<file path="config.mk">
export PLATFORM = sky130hd
export DESIGN_NAME = vnorm_sqrt
export DESIGN_NICKNAME = d
export VERILOG_FILES = /design/src/sv/vec3_normalize_unit_defines.svh /design/src/sv/vnorm_pkg.sv /design/src/sv/vnorm_sqrt.sv
export SDC_FILE = /design/constraint.sdc
export NUM_CORES = 2
export LEC_CHECK = 0
export BUFFER_PORTS_ARGS = -buffer_cell sky130_fd_sc_hd__buf_2
export CELL_PAD_IN_SITES_DETAIL_PLACEMENT = 0
export CELL_PAD_IN_SITES_GLOBAL_PLACEMENT = 2
export CORE_UTILIZATION = 48
export DETAILED_ROUTE_END_ITERATION = 8
export PLACE_DENSITY_LB_ADDON = 0.1
export RECOVER_POWER = 100
export SYNTH_ARGS = -nofsm -noshare
export SYNTH_HDL_FRONTEND = slang
export SYNTH_MEMORY_MAX_BITS = 65536
export SYNTH_SLANG_ARGS = --single-unit
</file>
<file path="constraint.sdc">
create_clock -name clock -period 4.8 [get_ports clock]
set_input_delay 0.48 -clock clock [delete_from_list [all_inputs] [get_ports clock]]
set_output_delay 0.48 -clock clock [all_outputs]
set_load 0.02 [all_outputs]
</file>
<file path="src/sv/vec3_normalize_unit_defines.svh">
// assertion macros shared by the vector normalize rtl
// no dependencies; expects clock and reset in the including module
`ifndef VEC3_NORMALIZE_UNIT_DEFINES_SVH
`define VEC3_NORMALIZE_UNIT_DEFINES_SVH

// same-cycle implication, checked outside reset
`define VNORM_ASSERT(lbl, ante, cons) \
   lbl: assert property (@(posedge clock) disable iff (reset) (ante) |-> (cons)) \
      else $error("vnorm assertion failed");

// next-cycle implication, checked outside reset
`define VNORM_ASSERT_NEXT(lbl, ante, cons) \
   lbl: assert property (@(posedge clock) disable iff (reset) (ante) |=> (cons)) \
      else $error("vnorm assertion failed");

`endif

</file>
<file path="src/sv/vnorm_pkg.sv">
// shared widths, stage counts and the side-band struct of the normalize pipeline
// no dependencies; imported by every vnorm module
package vnorm_pkg;

   localparam int COMP_W      = 24;
   localparam int MAG_W       = 24;
   localparam int SQ_W        = 47;
   localparam int SUM_W       = 48;
   localparam int ROOT_W      = 24;
   localparam int REM_W       = ROOT_W + 1;
   localparam int ACC_W       = REM_W + 2;
   localparam int QUO_W       = 17;
   localparam int OUT_W       = 18;
   localparam int NCOMP       = 3;
   localparam int SQRT_STAGES = SUM_W / 2;
   localparam int DIV_STAGES  = QUO_W;
   localparam int NSTAGES     = 3 + SQRT_STAGES + DIV_STAGES + 1;
   localparam int IN_DATA_W   = 72;
   localparam int OUT_DATA_W  = 56;

   localparam logic [QUO_W-1:0] UNIT = QUO_W'(65536);

   typedef struct packed {
      logic [NCOMP-1:0][MAG_W-1:0] mag;
      logic [NCOMP-1:0]            neg;
      logic                        fail;
   } side_type;

endpackage

</file>
<file path="src/sv/vnorm_sqrt.sv">
// pipelined floor square root, two radicand bits resolved per stage
// depends on vnorm_pkg; carries the side-band struct alongside the data
module vnorm_sqrt import vnorm_pkg::*; (
   input  logic              clock,
   input  logic              adv,
   input  logic [SUM_W-1:0]  sum_in,
   input  side_type          side_in,
   output logic [ROOT_W-1:0] root_out,
   output side_type          side_out
);

   logic [REM_W-1:0]  rem_ff   [SQRT_STAGES];
   logic [ROOT_W-1:0] root_ff  [SQRT_STAGES];
   logic [SUM_W-1:0]  rad_ff   [SQRT_STAGES];
   side_type          side_ff  [SQRT_STAGES];

   logic [REM_W-1:0]  rem_in   [SQRT_STAGES];
   logic [ROOT_W-1:0] root_in  [SQRT_STAGES];
   logic [SUM_W-1:0]  rad_in   [SQRT_STAGES];

   logic [REM_W-1:0]  prv_rem  [SQRT_STAGES];
   logic [ROOT_W-1:0] prv_root [SQRT_STAGES];
   logic [SUM_W-1:0]  prv_rad  [SQRT_STAGES];
   logic [ACC_W-1:0]  acc      [SQRT_STAGES];
   logic [ACC_W-1:0]  trial    [SQRT_STAGES];
   logic              ge       [SQRT_STAGES];

   always_comb begin
      for (int k = 0; k < SQRT_STAGES; k++) begin
         if (k == 0) begin
            prv_rem[k]  = '0;
            prv_root[k] = '0;
            prv_rad[k]  = sum_in;
         end else begin
            prv_rem[k]  = rem_ff[k-1];
            prv_root[k] = root_ff[k-1];
            prv_rad[k]  = rad_ff[k-1];
         end
         acc[k]     = {prv_rem[k], prv_rad[k][SUM_W-1 -: 2]};
         trial[k]   = {1'b0, prv_root[k], 2'b01};
         ge[k]      = (acc[k] >= trial[k]);
         rem_in[k]  = ge[k] ? REM_W'(acc[k] - trial[k]) : REM_W'(acc[k]);
         root_in[k] = {prv_root[k][ROOT_W-2:0], ge[k]};
         rad_in[k]  = {prv_rad[k][SUM_W-3:0], 2'b00};
      end
   end

   always_ff @(posedge clock) begin
      if (adv) begin
         for (int k = 0; k < SQRT_STAGES; k++) begin
            rem_ff[k]  <= rem_in[k];
            root_ff[k] <= root_in[k];
            rad_ff[k]  <= rad_in[k];
            side_ff[k] <= (k == 0) ? side_in : side_ff[k-1];
         end
      end
   end

   assign root_out = root_ff[SQRT_STAGES-1];
   assign side_out = side_ff[SQRT_STAGES-1];

endmodule

</file>
==> results by group <==
Run status
  • Outcome: complete, but fails checks
  • Failing checks: max-capacitance violations, max-slew violations

Drt
  • Via-to-Cell Ratio: 5.012
  • Post-route DRC: 0
  • Antenna-violating nets left: 0
  • Iter 0 DRT Violations: 3740
  • Detailed Routing Iterations Pass 1: 5
  • Drt wl/cell: 16.78 µm
  • Total Wirelength: 184.9 mm
  • Routed via count: 55224

Synth
  • Synth warnings: 0
  • Synth unique cells: 81
  • Post-synthesis sequential area ratio: 0.8071
  • Top cell type's share of synthesized area: 0.8071
  • Post-Syn Area: 119800 µm²
  • Dominant synthesized flop cell: edfxtp_1
  • Synth Instances: 6790
  • Ys async rst share: 0
  • Synth top area cells: edfxtp_1, ha_1, xnor2_1
  • Post-synth EDFFs: 3219
  • #FFs+latches synth: 3219
  • Largest area contributor in the netlist: edfxtp_1
  • Syn_nets: 7241
  • Synth Area per Inst: 17.64 µm²

Worst setup path
  • Crit path launch: adv
  • R2R setup slack: 730 ps
  • Worst Path Arrival: 4710 ps
  • Crit path required time: 5290 ps
  • CP cell instances: dlygate4sd3_1 > clkbuf_2 > buf_6
  • Slowest cell on crit path: clkbuf_2
  • R2r worst-path depth: 9
  • Critical path capture point type: flip-flop
  • Crit-path max FO: 166
  • Worst path max stage delay: 2170 ps
  • Worst reg2reg path endpoint: rem_ff[2][29]
  • Critical path class: input port to flip-flop
  • Setup crit end: side_ff[1][10]
  • CP Launch Type: input port
  • Worst reg2reg path startpoint: root_ff[2][1]

Clock network
  • H-Tree Depth: 5
  • Hold Buf Count CTS: 126
  • Cts repair resizes: 0
  • Worst-skew pair later-pin latency: 950 ps
  • CTS Buf Count: 350
  • CTS tree: yes
  • Post-CTS Setup Bufs: 0
  • Clk slew on worst S/H paths: 60 ps
  • Clock sink count: 3219
  • CTS Root Cell: clkbuf_16
  • Clock tree buffer depth: 4

Global route
  • Gr ovfl total: 0
  • Largest net degree at the start of global routing: 181
  • Initial antenna violation count: 7
  • Tot GR Track Use: 0.1456
  • Vias in the first global route: 54530
  • Wire length of the first global-routing pass: 292.3 mm

Die
  • Io pins: 226
  • Rows: 183
  • Core Box Area: 248400 µm²
  • Starting Density: 0.4821
  • DIE AREA: 251500 µm²
  • Die X: 501.5 µm
  • Die Height: 501.5 µm

Layout
  • Fraction of layout cells with a size suffix above 1: 0.09303
  • Nets: 7876
  • Area grow syn2layout: 14.57%
  • Fillers: 19329

Timing
  • Setup_tns: 0 ps
  • Tcrit/Tclk final: 0.8800
  • Fmax: 236.7 MHz
  • Worst Skew: 115.9 ps
  • Slew @ Worst Pin: 3247 ps
  • Setup-failing EPs final: 0
  • Slew headroom: -1.165
  • WHS: 249.2 ps
  • RSZ-0062 raised after global routing: no
  • Fin crit period: 4224 ps
  • Max Slew Vio Count: 94
  • Hold Fails Final Rpt: 0

Power and ir drop
  • Power per Cell Area: 488.5 nW/µm²
  • Tot Pwr: 0.06703 W
  • VDD IR-drop max: 0.3481 mV
  • Pleak: 49.28 nW
  • Logic gate share of total power: 0.092
  • Register share of total power: 0.522
  • Cell-internal power: 0.05209 W
  • Sw Ratio: 0.2229
  • Clk pwr share: 0.387
  • Net switching power: 0.01494 W

Flow run
  • Max cap viols: 2

Place
  • DP HPWL: 117.0 mm
  • # port buffers: 225
  • GP Congestion: 0.8287

Min path
  • Worst Hold Class: input port to flip-flop
  • HP Start: side_in[21]
==> worst min path at each step <==
| stage | to | slack (ps) | cells after the start |
|---|---|---|---|
| final | side_ff[0][21] | 250 | 2 |
| after global routing | side_ff[0][43] | 170 | 2 |
| after CTS | side_ff[0][6] | 150 | 2 |
| after detailed placement | rad_ff[0][117] | 400 | 0 |
| after global placement | side_ff[2][104] | 400 | 0 |
| after floorplan | rad_ff[0][100] | 400 | 0 |
==> stage by stage <==
step / setup WS (ps) / instances / utilization / cell area (µm²)
finish: 576.0 / 11018 / 0.5523 / 137200
global route: 407.4 / 11017 / 0.5523 / 137200
CTS: 1020 / 11016 / 0.5542 / 137700
detailed placement: 1081 / 10277 / 0.5040 / 125200
global placement: 1149 / 10277 / 0.5040 / 125200
floorplan: 1441 / 6790 / - / 119800
==> synthesized netlist by cell type (all sizes together), types with 9 or more instances <==
| library cell | instances |
|---|---|
| nor2 | 300 |
| mux2 | 48 |
| a211o | 9 |
| a31oi | 29 |
| nor4b | 13 |
| ha | 325 |
| nand4b | 9 |
| a21oi | 289 |
| a2111oi | 13 |
| and3 | 26 |
| xnor2 | 229 |
| o211ai | 23 |
| buf | 82 |
| nand2 | 286 |
| o31ai | 33 |
| inv | 404 |
| nand4 | 56 |
| o21ai | 223 |
| a311oi | 10 |
| clkbuf | 73 |
| o21a | 72 |
| nor2b | 49 |
| o2111ai | 11 |
| xor2 | 200 |
| and2 | 17 |
| nor3 | 126 |
| nor4 | 61 |
| or2 | 29 |
| a21o | 102 |
| nand3 | 97 |
| or3 | 47 |
| nand2b | 71 |
| nor3b | 9 |
| a211oi | 35 |
| nand3b | 18 |
| a21boi | 11 |
| o21bai | 14 |
| edfxtp | 3219 |
| or4 | 31 |
==> layer usage <==
| metal | track usage | vias up | wire [µm] |
|---|---|---|---|
| met5 | 0 | - | 0 |
| met2 | 0.2306 | 941 | 85280 |
| met4 | 0.05243 | 0 | 5898 |
| met1 | 0.2025 | 26701 | 86560 |
| met3 | 0.02591 | 446 | 7139 |
| li1 | - | 27136 | - |
==> logic make-up (layout without fill, tap and decap cells) <==
kind of cell | Yosys count | count (layout) | share of synthesized area
buffers and inverters | 559 | 1455 | 0.01992
XOR/XNOR | 429 | 429 | 0.03137
flip-flops | 3219 | 3219 | 0.8071
AO/OA/AOI/OAI | 934 | 934 | 0.04889
multiplexers | 54 | 54 | 0.005015
other | 1 | 3 | 0.00003131
adder cells (fa/ha/maj) | 325 | 325 | 0.03395
AND/OR/NAND/NOR | 1269 | 1269 | 0.05371
==> final cells by class <==
| class | instances | area (µm²) | area share |
|---|---|---|---|
| Antenna cell | 2 | 5.005 | 0.00003647 |
| Timing Repair Buffer | 438 | 2935 | 0.02139 |
| Tap cell | 3330 | 4167 | 0.03036 |
| Clock buffer | 418 | 9120 | 0.06646 |
| Multi-Input combinational cell | 3012 | 20730 | 0.1511 |
| Inverter | 404 | 1516 | 0.01105 |
| Clock inverter | 195 | 2081 | 0.01516 |
| Sequential cell | 3219 | 96660 | 0.7045 |
==> flip-flops by register name, indices dropped and copies added, names as in the netlist <==
register and count:
rem_ff 543, side_ff 1824, rad_ff 552, root_ff 300
==> power by group through the flow <==
stage / combinational (W) / sequential [W] / clock, W
2_1_floorplan: 0.00431 / 0.0350 / 0
3_3_place_gp: 0.00608 / 0.0355 / 0
3_5_place_dp: 0.00612 / 0.0356 / 0
4_1_cts: 0.00623 / 0.0350 / 0.0269
5_1_grt: 0.00690 / 0.0352 / 0.0279
6_report: 0.00614 / 0.0350 / 0.0259
==> cell usage in the layout, fill, tap and decap left out, types with 31 or more instances in the layout <==
master and count:
nand2_1 286, nand3_1 97, mux2_2 46, o31ai_1 33
nor3_1 126, o21ai_0 220, nor2_1 300, xnor2_1 229
nor4_1 60, clkinv_1 69, clkbuf_1 237, a21o_1 102
bufinv_16 41, or3_1 47, nand2b_1 70, nand4_1 56
nor2b_1 49, o21a_1 72, inv_1 404, edfxtp_1 3219
clkinv_2 54, dlygate4sd3_1 126, a211oi_1 34, ha_1 325
clkbuf_16 355, or4_1 31, xor2_1 200, buf_2 89
a21oi_1 288
==> worst max-delay path: cells and delay by family <==
kind | cells | cell delay, ps
buf+inv | 3 | 3760
Power figures use the tool's default switching activity.
